==> config.mk <==
export PLATFORM = sky130hd
export DESIGN_NAME = interarrival_jitter_estimator_flat
export DESIGN_NICKNAME = d
export VERILOG_FILES = /design/src/rtl/ije_pkg.sv /design/src/rtl/ije_if.sv /design/src/rtl/ije_delay_calc.sv /design/src/rtl/ije_jitter_upd.sv /design/src/rtl/interarrival_jitter_estimator.sv /design/src/flat_wrapper.sv
export SDC_FILE = /design/constraint.sdc
export NUM_CORES = 2
export LEC_CHECK = 0
export ABC_AREA = 1
export BUFFER_PORTS_ARGS = -buffer_cell sky130_fd_sc_hd__buf_2
export CORE_ASPECT_RATIO = 0.7
export CORE_MARGIN = 2
export CORE_UTILIZATION = 35
export DETAILED_ROUTE_END_ITERATION = 8
export PLACE_DENSITY_LB_ADDON = 0.05
export SLEW_MARGIN = 30
export SYNTH_ARGS = -nofsm -noshare
export SYNTH_HDL_FRONTEND = slang
export SYNTH_HIERARCHICAL = 1
export SYNTH_SLANG_ARGS = --single-unit
==> constraint.sdc <==
create_clock -name clk -period 11.1 [get_ports clk]
set_input_delay 2.22 -clock clk [delete_from_list [all_inputs] [get_ports clk]]
set_output_delay 2.22 -clock clk [all_outputs]
set_load 0.03 [all_outputs]
==> src/rtl/ije_pkg.sv <==
package ije_pkg;

  localparam int unsigned SEC_W   = 32;
  localparam int unsigned NSEC_W  = 30;
  localparam int unsigned DELAY_W = 32;
  localparam int unsigned JIT_W   = 32;
  localparam int unsigned CNT_W   = 32;

  // Seconds to microseconds.
  localparam logic [DELAY_W-1:0] USEC_PER_SEC = 32'd1000000;

  // Nanoseconds to microseconds: multiply by ceil(2^40 / 1000) and keep the
  // bits above 40. The rounding error (224 per 2^40) times any 30-bit
  // magnitude stays below 2^40, so the quotient is exact.
  localparam int unsigned           NS_RECIP_W     = 31;
  localparam logic [NS_RECIP_W-1:0] NS_RECIP       = 31'd1099511628;
  localparam int unsigned           NS_RECIP_SHIFT = 40;
  localparam int unsigned           NS_PROD_W      = NSEC_W + NS_RECIP_W;
  localparam int unsigned           NS_QUOT_W      = NS_PROD_W - NS_RECIP_SHIFT;

  // Smoothing gain of 1/16 as a shift.
  localparam int unsigned JIT_SHIFT = 4;

endpackage

==> src/rtl/ije_if.sv <==
interface ije_in_if;
  logic                            valid;
  logic                            ready;
  logic [ije_pkg::SEC_W-1:0]       send_sec;
  logic [ije_pkg::NSEC_W-1:0]      send_nsec;
  logic [ije_pkg::SEC_W-1:0]       recv_sec;
  logic [ije_pkg::NSEC_W-1:0]      recv_nsec;

  modport source (output valid, send_sec, send_nsec, recv_sec, recv_nsec, input ready);
  modport sink   (input valid, send_sec, send_nsec, recv_sec, recv_nsec, output ready);
endinterface

interface ije_out_if;
  logic                              valid;
  logic                              ready;
  logic signed [ije_pkg::DELAY_W-1:0] delay_us;
  logic [ije_pkg::JIT_W-1:0]          jitter_us;
  logic [ije_pkg::CNT_W-1:0]          packet_count;

  modport source (output valid, delay_us, jitter_us, packet_count, input ready);
  modport sink   (input valid, delay_us, jitter_us, packet_count, output ready);
endinterface

==> src/rtl/ije_delay_calc.sv <==
module ije_delay_calc (
  input  logic                              clk,
  input  logic                              rst_n,
  input  logic                              in_valid,
  output logic                              in_ready,
  input  logic [ije_pkg::SEC_W-1:0]         in_send_sec,
  input  logic [ije_pkg::NSEC_W-1:0]        in_send_nsec,
  input  logic [ije_pkg::SEC_W-1:0]         in_recv_sec,
  input  logic [ije_pkg::NSEC_W-1:0]        in_recv_nsec,
  output logic                              dly_valid,
  input  logic                              dly_ready,
  output logic [ije_pkg::DELAY_W-1:0]       dly_value
);

  localparam int unsigned NSEC_W = ije_pkg::NSEC_W;
  localparam int unsigned QW     = ije_pkg::NS_QUOT_W;

  // Stage 1: timestamp capture.
  logic                          v1_r;
  logic [ije_pkg::SEC_W-1:0]     send_sec_r, recv_sec_r;
  logic [NSEC_W-1:0]             send_nsec_r, recv_nsec_r;
  // Stage 2: products.
  logic                          v2_r;
  logic [ije_pkg::DELAY_W-1:0]   sec_prod_r;
  logic [QW-1:0]                 ns_quot_r;
  logic                          ns_neg_r;
  // Stage 3: delay.
  logic                          v3_r;
  logic [ije_pkg::DELAY_W-1:0]   delay_r;

  logic                          rdy1, rdy2, rdy3;
  logic [ije_pkg::SEC_W-1:0]     sec_diff;
  logic [NSEC_W:0]               ns_diff;
  logic                          ns_neg;
  logic [NSEC_W-1:0]             ns_mag;
  logic [ije_pkg::NS_PROD_W-1:0] ns_prod;
  logic [ije_pkg::DELAY_W-1:0]   sec_prod;
  logic [ije_pkg::DELAY_W-1:0]   ns_term;
  logic [ije_pkg::DELAY_W-1:0]   delay_nxt;

  // A stage takes new data when it is empty or its content moves on.
  assign rdy3     = !v3_r || dly_ready;
  assign rdy2     = !v2_r || rdy3;
  assign rdy1     = !v1_r || rdy2;
  assign in_ready = rdy1;

  always_comb begin
    sec_diff = recv_sec_r - send_sec_r;
    sec_prod = sec_diff * ije_pkg::USEC_PER_SEC;
    ns_diff  = {1'b0, recv_nsec_r} - {1'b0, send_nsec_r};
    ns_neg   = ns_diff[NSEC_W];
    ns_mag   = ns_neg ? NSEC_W'(-ns_diff) : ns_diff[NSEC_W-1:0];
    ns_prod  = ije_pkg::NS_PROD_W'(ns_mag) * ije_pkg::NS_PROD_W'(ije_pkg::NS_RECIP);
  end

  // The quotient is a magnitude; truncation toward zero keeps the sign apart.
  always_comb begin
    ns_term   = ije_pkg::DELAY_W'(ns_quot_r);
    if (ns_neg_r) begin
      ns_term = -ns_term;
    end
    delay_nxt = sec_prod_r + ns_term;
  end

  always_ff @(posedge clk) begin
    if (!rst_n) begin
      v1_r <= 1'b0;
      v2_r <= 1'b0;
      v3_r <= 1'b0;
    end else begin
      if (rdy1) v1_r <= in_valid;
      if (rdy2) v2_r <= v1_r;
      if (rdy3) v3_r <= v2_r;
    end
  end

  always_ff @(posedge clk) begin
    if (rdy1 && in_valid) begin
      send_sec_r  <= in_send_sec;
      send_nsec_r <= in_send_nsec;
      recv_sec_r  <= in_recv_sec;
      recv_nsec_r <= in_recv_nsec;
    end
    if (rdy2 && v1_r) begin
      sec_prod_r <= sec_prod;
      ns_quot_r  <= ns_prod[ije_pkg::NS_PROD_W-1:ije_pkg::NS_RECIP_SHIFT];
      ns_neg_r   <= ns_neg;
    end
    if (rdy3 && v2_r) begin
      delay_r <= delay_nxt;
    end
  end

  assign dly_valid = v3_r;
  assign dly_value = delay_r;

endmodule

==> src/rtl/ije_jitter_upd.sv <==
module ije_jitter_upd (
  input  logic                            clk,
  input  logic                            rst_n,
  input  logic                            dly_valid,
  output logic                            dly_ready,
  input  logic [ije_pkg::DELAY_W-1:0]     dly_value,
  output logic                            out_valid,
  input  logic                            out_ready,
  output logic [ije_pkg::DELAY_W-1:0]     out_delay,
  output logic [ije_pkg::JIT_W-1:0]       out_jitter,
  output logic [ije_pkg::CNT_W-1:0]       out_count
);

  localparam int unsigned JW = ije_pkg::JIT_W;
  localparam int unsigned SH = ije_pkg::JIT_SHIFT;

  // Stage 4: delay change against the previous message.
  logic                          v4_r;
  logic [ije_pkg::DELAY_W-1:0]   last_delay_r;
  logic [ije_pkg::CNT_W-1:0]     cnt_r;
  logic [ije_pkg::DELAY_W-1:0]   delay4_r;
  logic [ije_pkg::DELAY_W-1:0]   mag_r;
  logic                          first_r;
  logic [ije_pkg::CNT_W-1:0]     cnt4_r;
  // Stage 5: result register; jit_r is also the running estimate.
  logic                          v5_r;
  logic [ije_pkg::DELAY_W-1:0]   delay5_r;
  logic [ije_pkg::CNT_W-1:0]     cnt5_r;
  logic [JW-1:0]                 jit_r;

  logic                          rdy4, rdy5;
  logic [ije_pkg::DELAY_W-1:0]   diff, mag_nxt;
  logic [ije_pkg::CNT_W-1:0]     cnt_nxt;
  logic [JW-1:0]                 err, err_adj, step, jit_nxt;

  assign rdy5      = !v5_r || out_ready;
  assign rdy4      = !v4_r || rdy5;
  assign dly_ready = rdy4;

  always_comb begin
    diff    = dly_value - last_delay_r;
    mag_nxt = diff[ije_pkg::DELAY_W-1] ? -diff : diff;
    cnt_nxt = cnt_r + 1'b1;
  end

  // Signed divide by 16 toward zero: bias negative values before the shift.
  always_comb begin
    err     = JW'(mag_r) - jit_r;
    err_adj = err + (err[JW-1] ? JW'((1 << SH) - 1) : '0);
    step    = {{SH{err_adj[JW-1]}}, err_adj[JW-1:SH]};
    jit_nxt = first_r ? jit_r : jit_r + step;
  end

  always_ff @(posedge clk) begin
    if (!rst_n) begin
      v4_r         <= 1'b0;
      v5_r         <= 1'b0;
      last_delay_r <= '0;
      cnt_r        <= '0;
      jit_r        <= '0;
    end else begin
      if (rdy4) v4_r <= dly_valid;
      if (rdy5) v5_r <= v4_r;
      if (rdy4 && dly_valid) begin
        last_delay_r <= dly_value;
        cnt_r        <= cnt_nxt;
      end
      if (rdy5 && v4_r) begin
        jit_r <= jit_nxt;
      end
    end
  end

  always_ff @(posedge clk) begin
    if (rdy4 && dly_valid) begin
      delay4_r <= dly_value;
      mag_r    <= mag_nxt;
      first_r  <= (cnt_r == '0);
      cnt4_r   <= cnt_nxt;
    end
    if (rdy5 && v4_r) begin
      delay5_r <= delay4_r;
      cnt5_r   <= cnt4_r;
    end
  end

  assign out_valid  = v5_r;
  assign out_delay  = delay5_r;
  assign out_jitter = jit_r;
  assign out_count  = cnt5_r;

endmodule

==> src/rtl/interarrival_jitter_estimator.sv <==
// Interarrival jitter estimator.
// in_if carries one received message per transfer: send and receive
// timestamps as seconds plus nanoseconds. out_if returns one result per
// message: the one-way delay in microseconds, the smoothed jitter after
// that message (gain 1/16), and the running message count.
// Throughput: one message per cycle while out_if.ready stays high. The
// five stages are input capture, the two constant multiplies, the delay
// sum, the delay change against the previous message, and the jitter
// update in the result register.
// The jitter recurrence closes within the last stage only.
// Reset (rst_n low at a clock edge) empties the pipeline and clears the
// previous delay, the jitter and the count; the next message is treated as
// the first and leaves the jitter unchanged. The same holds after the count
// wraps to zero.
// When the receiver holds out_if.ready low, the result stays put and the
// stages behind it keep filling; in_if.ready falls only when all are full.
module interarrival_jitter_estimator (
  input  logic       clk,
  input  logic       rst_n,
  ije_in_if.sink     in_if,
  ije_out_if.source  out_if
);

  logic                          dly_valid;
  logic                          dly_ready;
  logic [ije_pkg::DELAY_W-1:0]   dly_value;
  logic [ije_pkg::DELAY_W-1:0]   out_delay;

  ije_delay_calc u_delay (
    .clk          (clk),
    .rst_n        (rst_n),
    .in_valid     (in_if.valid),
    .in_ready     (in_if.ready),
    .in_send_sec  (in_if.send_sec),
    .in_send_nsec (in_if.send_nsec),
    .in_recv_sec  (in_if.recv_sec),
    .in_recv_nsec (in_if.recv_nsec),
    .dly_valid    (dly_valid),
    .dly_ready    (dly_ready),
    .dly_value    (dly_value)
  );

  ije_jitter_upd u_jitter (
    .clk        (clk),
    .rst_n      (rst_n),
    .dly_valid  (dly_valid),
    .dly_ready  (dly_ready),
    .dly_value  (dly_value),
    .out_valid  (out_if.valid),
    .out_ready  (out_if.ready),
    .out_delay  (out_delay),
    .out_jitter (out_if.jitter_us),
    .out_count  (out_if.packet_count)
  );

  assign out_if.delay_us = signed'(out_delay);

endmodule

==> src/flat_wrapper.sv <==
// flat-port wrapper written by rule: the top's interface ports become plain ports
module interarrival_jitter_estimator_flat 
  (clk, rst_n, in_if_valid, in_if_send_sec, in_if_send_nsec, in_if_recv_sec, in_if_recv_nsec, in_if_ready, out_if_valid, out_if_delay_us, out_if_jitter_us, out_if_packet_count, out_if_ready);
  ije_in_if in_if_i ();
  ije_out_if out_if_i ();
  input  logic clk;
  input  logic rst_n;
  input wire logic [$bits(in_if_i.valid)-1:0] in_if_valid;
  input wire logic [$bits(in_if_i.send_sec)-1:0] in_if_send_sec;
  input wire logic [$bits(in_if_i.send_nsec)-1:0] in_if_send_nsec;
  input wire logic [$bits(in_if_i.recv_sec)-1:0] in_if_recv_sec;
  input wire logic [$bits(in_if_i.recv_nsec)-1:0] in_if_recv_nsec;
  output wire logic [$bits(in_if_i.ready)-1:0] in_if_ready;
  output wire logic [$bits(out_if_i.valid)-1:0] out_if_valid;
  output wire logic [$bits(out_if_i.delay_us)-1:0] out_if_delay_us;
  output wire logic [$bits(out_if_i.jitter_us)-1:0] out_if_jitter_us;
  output wire logic [$bits(out_if_i.packet_count)-1:0] out_if_packet_count;
  input wire logic [$bits(out_if_i.ready)-1:0] out_if_ready;
  assign in_if_i.valid = in_if_valid;
  assign in_if_i.send_sec = in_if_send_sec;
  assign in_if_i.send_nsec = in_if_send_nsec;
  assign in_if_i.recv_sec = in_if_recv_sec;
  assign in_if_i.recv_nsec = in_if_recv_nsec;
  assign in_if_ready = in_if_i.ready;
  assign out_if_valid = out_if_i.valid;
  assign out_if_delay_us = out_if_i.delay_us;
  assign out_if_jitter_us = out_if_i.jitter_us;
  assign out_if_packet_count = out_if_i.packet_count;
  assign out_if_i.ready = out_if_ready;
  interarrival_jitter_estimator u_core (.clk(clk), .rst_n(rst_n), .in_if(in_if_i), .out_if(out_if_i));
endmodule
==> results.yml <==
setup_path:
  cp_slowest_cell: "fa_1"
  crit_required_ns: 11.50
  cp_slowest_stage_delay_ns: 0.61
  cp-start-kind: "flip-flop"
  crit_arrival_ns: 10.83
  end_kind: "flip-flop"
  cp_common_cell: "fa_1"
  crit_type: "flip-flop to flip-flop"
  crit_fanout: 6
global_routing:
  grt_util_all_layers_pct: 21.26
  grt_max_degree: 74
  gr-total-overflow: 0
  antenna_found_initial: 4
  grt_pass1_wl_mm: 220.4
  grt_pass1_vias: 36240
route:
  postRouteAntennaNets: 0
  vias_per_cell: 4.801
  drtIter0Drc: 2404
  wl_per_cell_um: 18.86
  first_pass_iters: 6
  drcViolationCount: 0
  route.vias.total: 36970
  drt_wl_total_mm: 145.2
clock_network:
  cts_buffers: 53
  clk_path_buf_depth: 3
  clock_latency_ns: 0.68
  cts_tree: "built"
  cts.clk_slew.worst_paths_ns: 0.09
  cts_sinks: 454
  htree_levels: 2
  postCtsSetupRepairBufs: 0
  cts-root-buf: "clkbuf_16"
placed_design:
  gp_congestion: 0.9075
  io_buffers: 213
  dp_hpwl_mm: 122.9
layout:
  drive_gt1_share_pct: 7.774
  fillers: 13740
  syn_to_final_growth_pct: 11.28
  multi_input_area_um2: 29560
  seqCellArea_um2: 12620
  final_nets: 6971
floorplanning:
  fp.dieH_um: 310.0
  die_x_um: 441.2
  ios: 226
  die_area_um2: 136800
  core-area_um2: 133000
  rows: 112
  start_util_pct: 35.21
logic_synthesis:
  synth.avg_cell_area_um2: 8.324
  netlist_instances: 5626
  synth.distinct_cells: 63
  synthesis.nets: 6712
  yosysSeqAreaShare_pct: 26.95
  async_flop_share_pct: 0
  ys.flop_type: "edfxtp_1"
  ys_ff_latch: 454
  synth_enable_flop_cells: 353
  synth_warnings: 6
  netlist_area_um2: 46830
min_path:
  worstHoldPathType: "flip-flop to flip-flop"
sta:
  finalMaxSlewViolations: 0
  fin_skew_ns: 0.05449
  fin_setup_tns_ns: 0
  relSlewSlack_pct: 37.88
  min_period_over_period_pct: 93.92
  timing.fmax_mhz: 95.92
  hold_violations: 0
  min_period_ns: 10.43
  tightest_slew_ns: 0.9287
  setup_viol: 0
run:
  cap_violations: 0
run_status:
  status: "finished, final reports clean"
-- registers in the layout, summed over array words and instances (netlist names), 26 cells and up --
register                      count
u_core/u_jitter/last_delay_r     32
u_core/u_jitter/out_count        32
u_core/u_delay/send_nsec_r       30
u_core/u_jitter/cnt4_r           32
u_core/u_delay/sec_prod_r        26
u_core/u_delay/send_sec_r        26
u_core/u_delay/dly_value         32
u_core/u_jitter/out_jitter       32
u_core/u_jitter/delay4_r         32
u_core/u_jitter/out_delay        32
u_core/u_delay/recv_nsec_r       30
u_core/u_jitter/cnt_r            32
u_core/u_delay/recv_sec_r        26
u_core/u_jitter/mag_r            32
-- synth_stat cells (all sizes together), types with 5 or more instances --
cell | n | share of area (%)
o21bai | 30 | 0.48
nand2 | 1062 | 8.7
o21ai | 242 | 2.6
nor3 | 63 | 0.76
buf | 14 | 0.16
or2 | 10 | 0.13
a31oi | 26 | 0.35
nand3b | 11 | 0.18
nand4 | 97 | 1.3
a221oi | 6 | 0.11
xnor2 | 61 | 1.2
nand3 | 225 | 2.5
o221ai | 5 | 0.094
clkbuf | 31 | 0.25
o211ai | 15 | 0.24
edfxtp | 353 | 23
ha | 610 | 16
o31ai | 6 | 0.096
nor2 | 449 | 3.8
xor2 | 192 | 3.7
o21a | 6 | 0.096
inv | 1195 | 9.6
a21oi | 386 | 4.2
fa | 348 | 15
dfxtp | 101 | 4.3
a21o | 26 | 0.42
nor4 | 30 | 0.43
-- layout by cell type, fill, tap and decap left out, drive strengths merged, types with 3 or more instances in the layout --
| master | synthesis | routed |
|---|---|---|
| a31oi | 26 | 26 |
| a21oi | 386 | 386 |
| ha | 610 | 610 |
| xor2 | 192 | 192 |
| nor3b | 3 | 3 |
| a21boi | 4 | 4 |
| xnor2 | 61 | 61 |
| nor2 | 449 | 449 |
| o31ai | 6 | 6 |
| diode | 0 | 3 |
| clkbuf | 31 | 71 |
| nor3 | 63 | 63 |
| or2 | 10 | 10 |
| buf | 14 | 249 |
| o21a | 6 | 6 |
| clkinv | 4 | 18 |
| inv | 1195 | 1202 |
| o221ai | 5 | 5 |
| nand3 | 225 | 225 |
| o21ai | 242 | 242 |
| dfxtp | 101 | 101 |
| nand3b | 11 | 11 |
| nor4 | 30 | 30 |
| edfxtp | 353 | 353 |
| fa | 348 | 348 |
| and2 | 4 | 4 |
| nand2 | 1062 | 1062 |
| o21bai | 30 | 30 |
| bufinv | 0 | 8 |
| o211ai | 15 | 15 |
| a221oi | 6 | 6 |
| a21o | 26 | 26 |
| nand4 | 97 | 97 |
-- worst paths after layout --
kind / startpoint / to / slack [ns] / cells past startpoint
max: u_core/u_delay/recv_nsec_r[0] / u_core/u_delay/ns_quot_r[13] / 0.67 / 38
min: u_core/u_jitter/delay4_r[12] / u_core/u_jitter/out_delay[12] / 0.41 / 0
max reg2reg: u_core/u_delay/recv_nsec_r[0] / u_core/u_delay/ns_quot_r[13] / 0.67 / 38
min reg2reg: u_core/u_jitter/delay4_r[12] / u_core/u_jitter/out_delay[12] / 0.41 / 0
-- critical path: cells and delay by family (launching register included) --
family | cells | cell delay, ns
buffers and inverters | 7 | 0.91
xor gates and xnor gates | 3 | 0.61
DFF | 1 | 0.39
adders and majority gates | 11 | 5.14
and+or+nand+nor | 15 | 2.75
AOI/OAI and AO/OA | 2 | 0.34
-- through the flow --
stage | util [%] | std cells | hold WS (ns) | cell area (um2) | setup WS, ns
floorplan | - | 5626 | 0.4003 | 46830 | 2.573
CTS | 39.17 | 7697 | 0.4118 | 52090 | 0.7045
global placement | 37.76 | 7596 | 0.4004 | 50210 | 0.7783
finish | 39.18 | 7700 | 0.4149 | 52110 | 0.6747
global route | 39.18 | 7698 | 0.4211 | 52100 | -0.0001865
detailed placement | 37.79 | 7597 | 0.4045 | 50250 | 0.7478
-- kinds of logic after synthesis --
| logic type | after synthesis | share of synthesized area (%) |
|---|---|---|
| compound gates | 761 | 8.873 |
| xor+xnor | 253 | 4.908 |
| fa+ha+maj | 958 | 31.18 |
| buf+inv | 1244 | 10.02 |
| flops | 454 | 26.95 |
| simple gates | 1956 | 18.07 |
-- metal layers --
metal	routed length [um]	vias to the layer above	track usage (%)
met5	0	-	0
met4	2193	0	3.310
met3	9329	100	4.399
met2	57220	775	30.04
met1	76460	17350	33.31
li1	-	18750	-
-- cell type report --
type	count	area share, %
timing repair buffer	249	2.603
sequential	454	24.22
inverter	1199	8.651
clock buffer	71	2.713
antenna	3	0.01441
tap	1767	4.243
clock inverter	29	0.8164
multi-input combinational	3928	56.74
-- what timing repair did --
action | in CTS | in global routing
hold buffers | 0 | 0
gates resized for setup | 0 | 1
endpoints found under the setup margin | 0 | 1
Power is not shown: default switching activity piles up to over one toggle a cycle in this logic, so the estimate is an artifact.
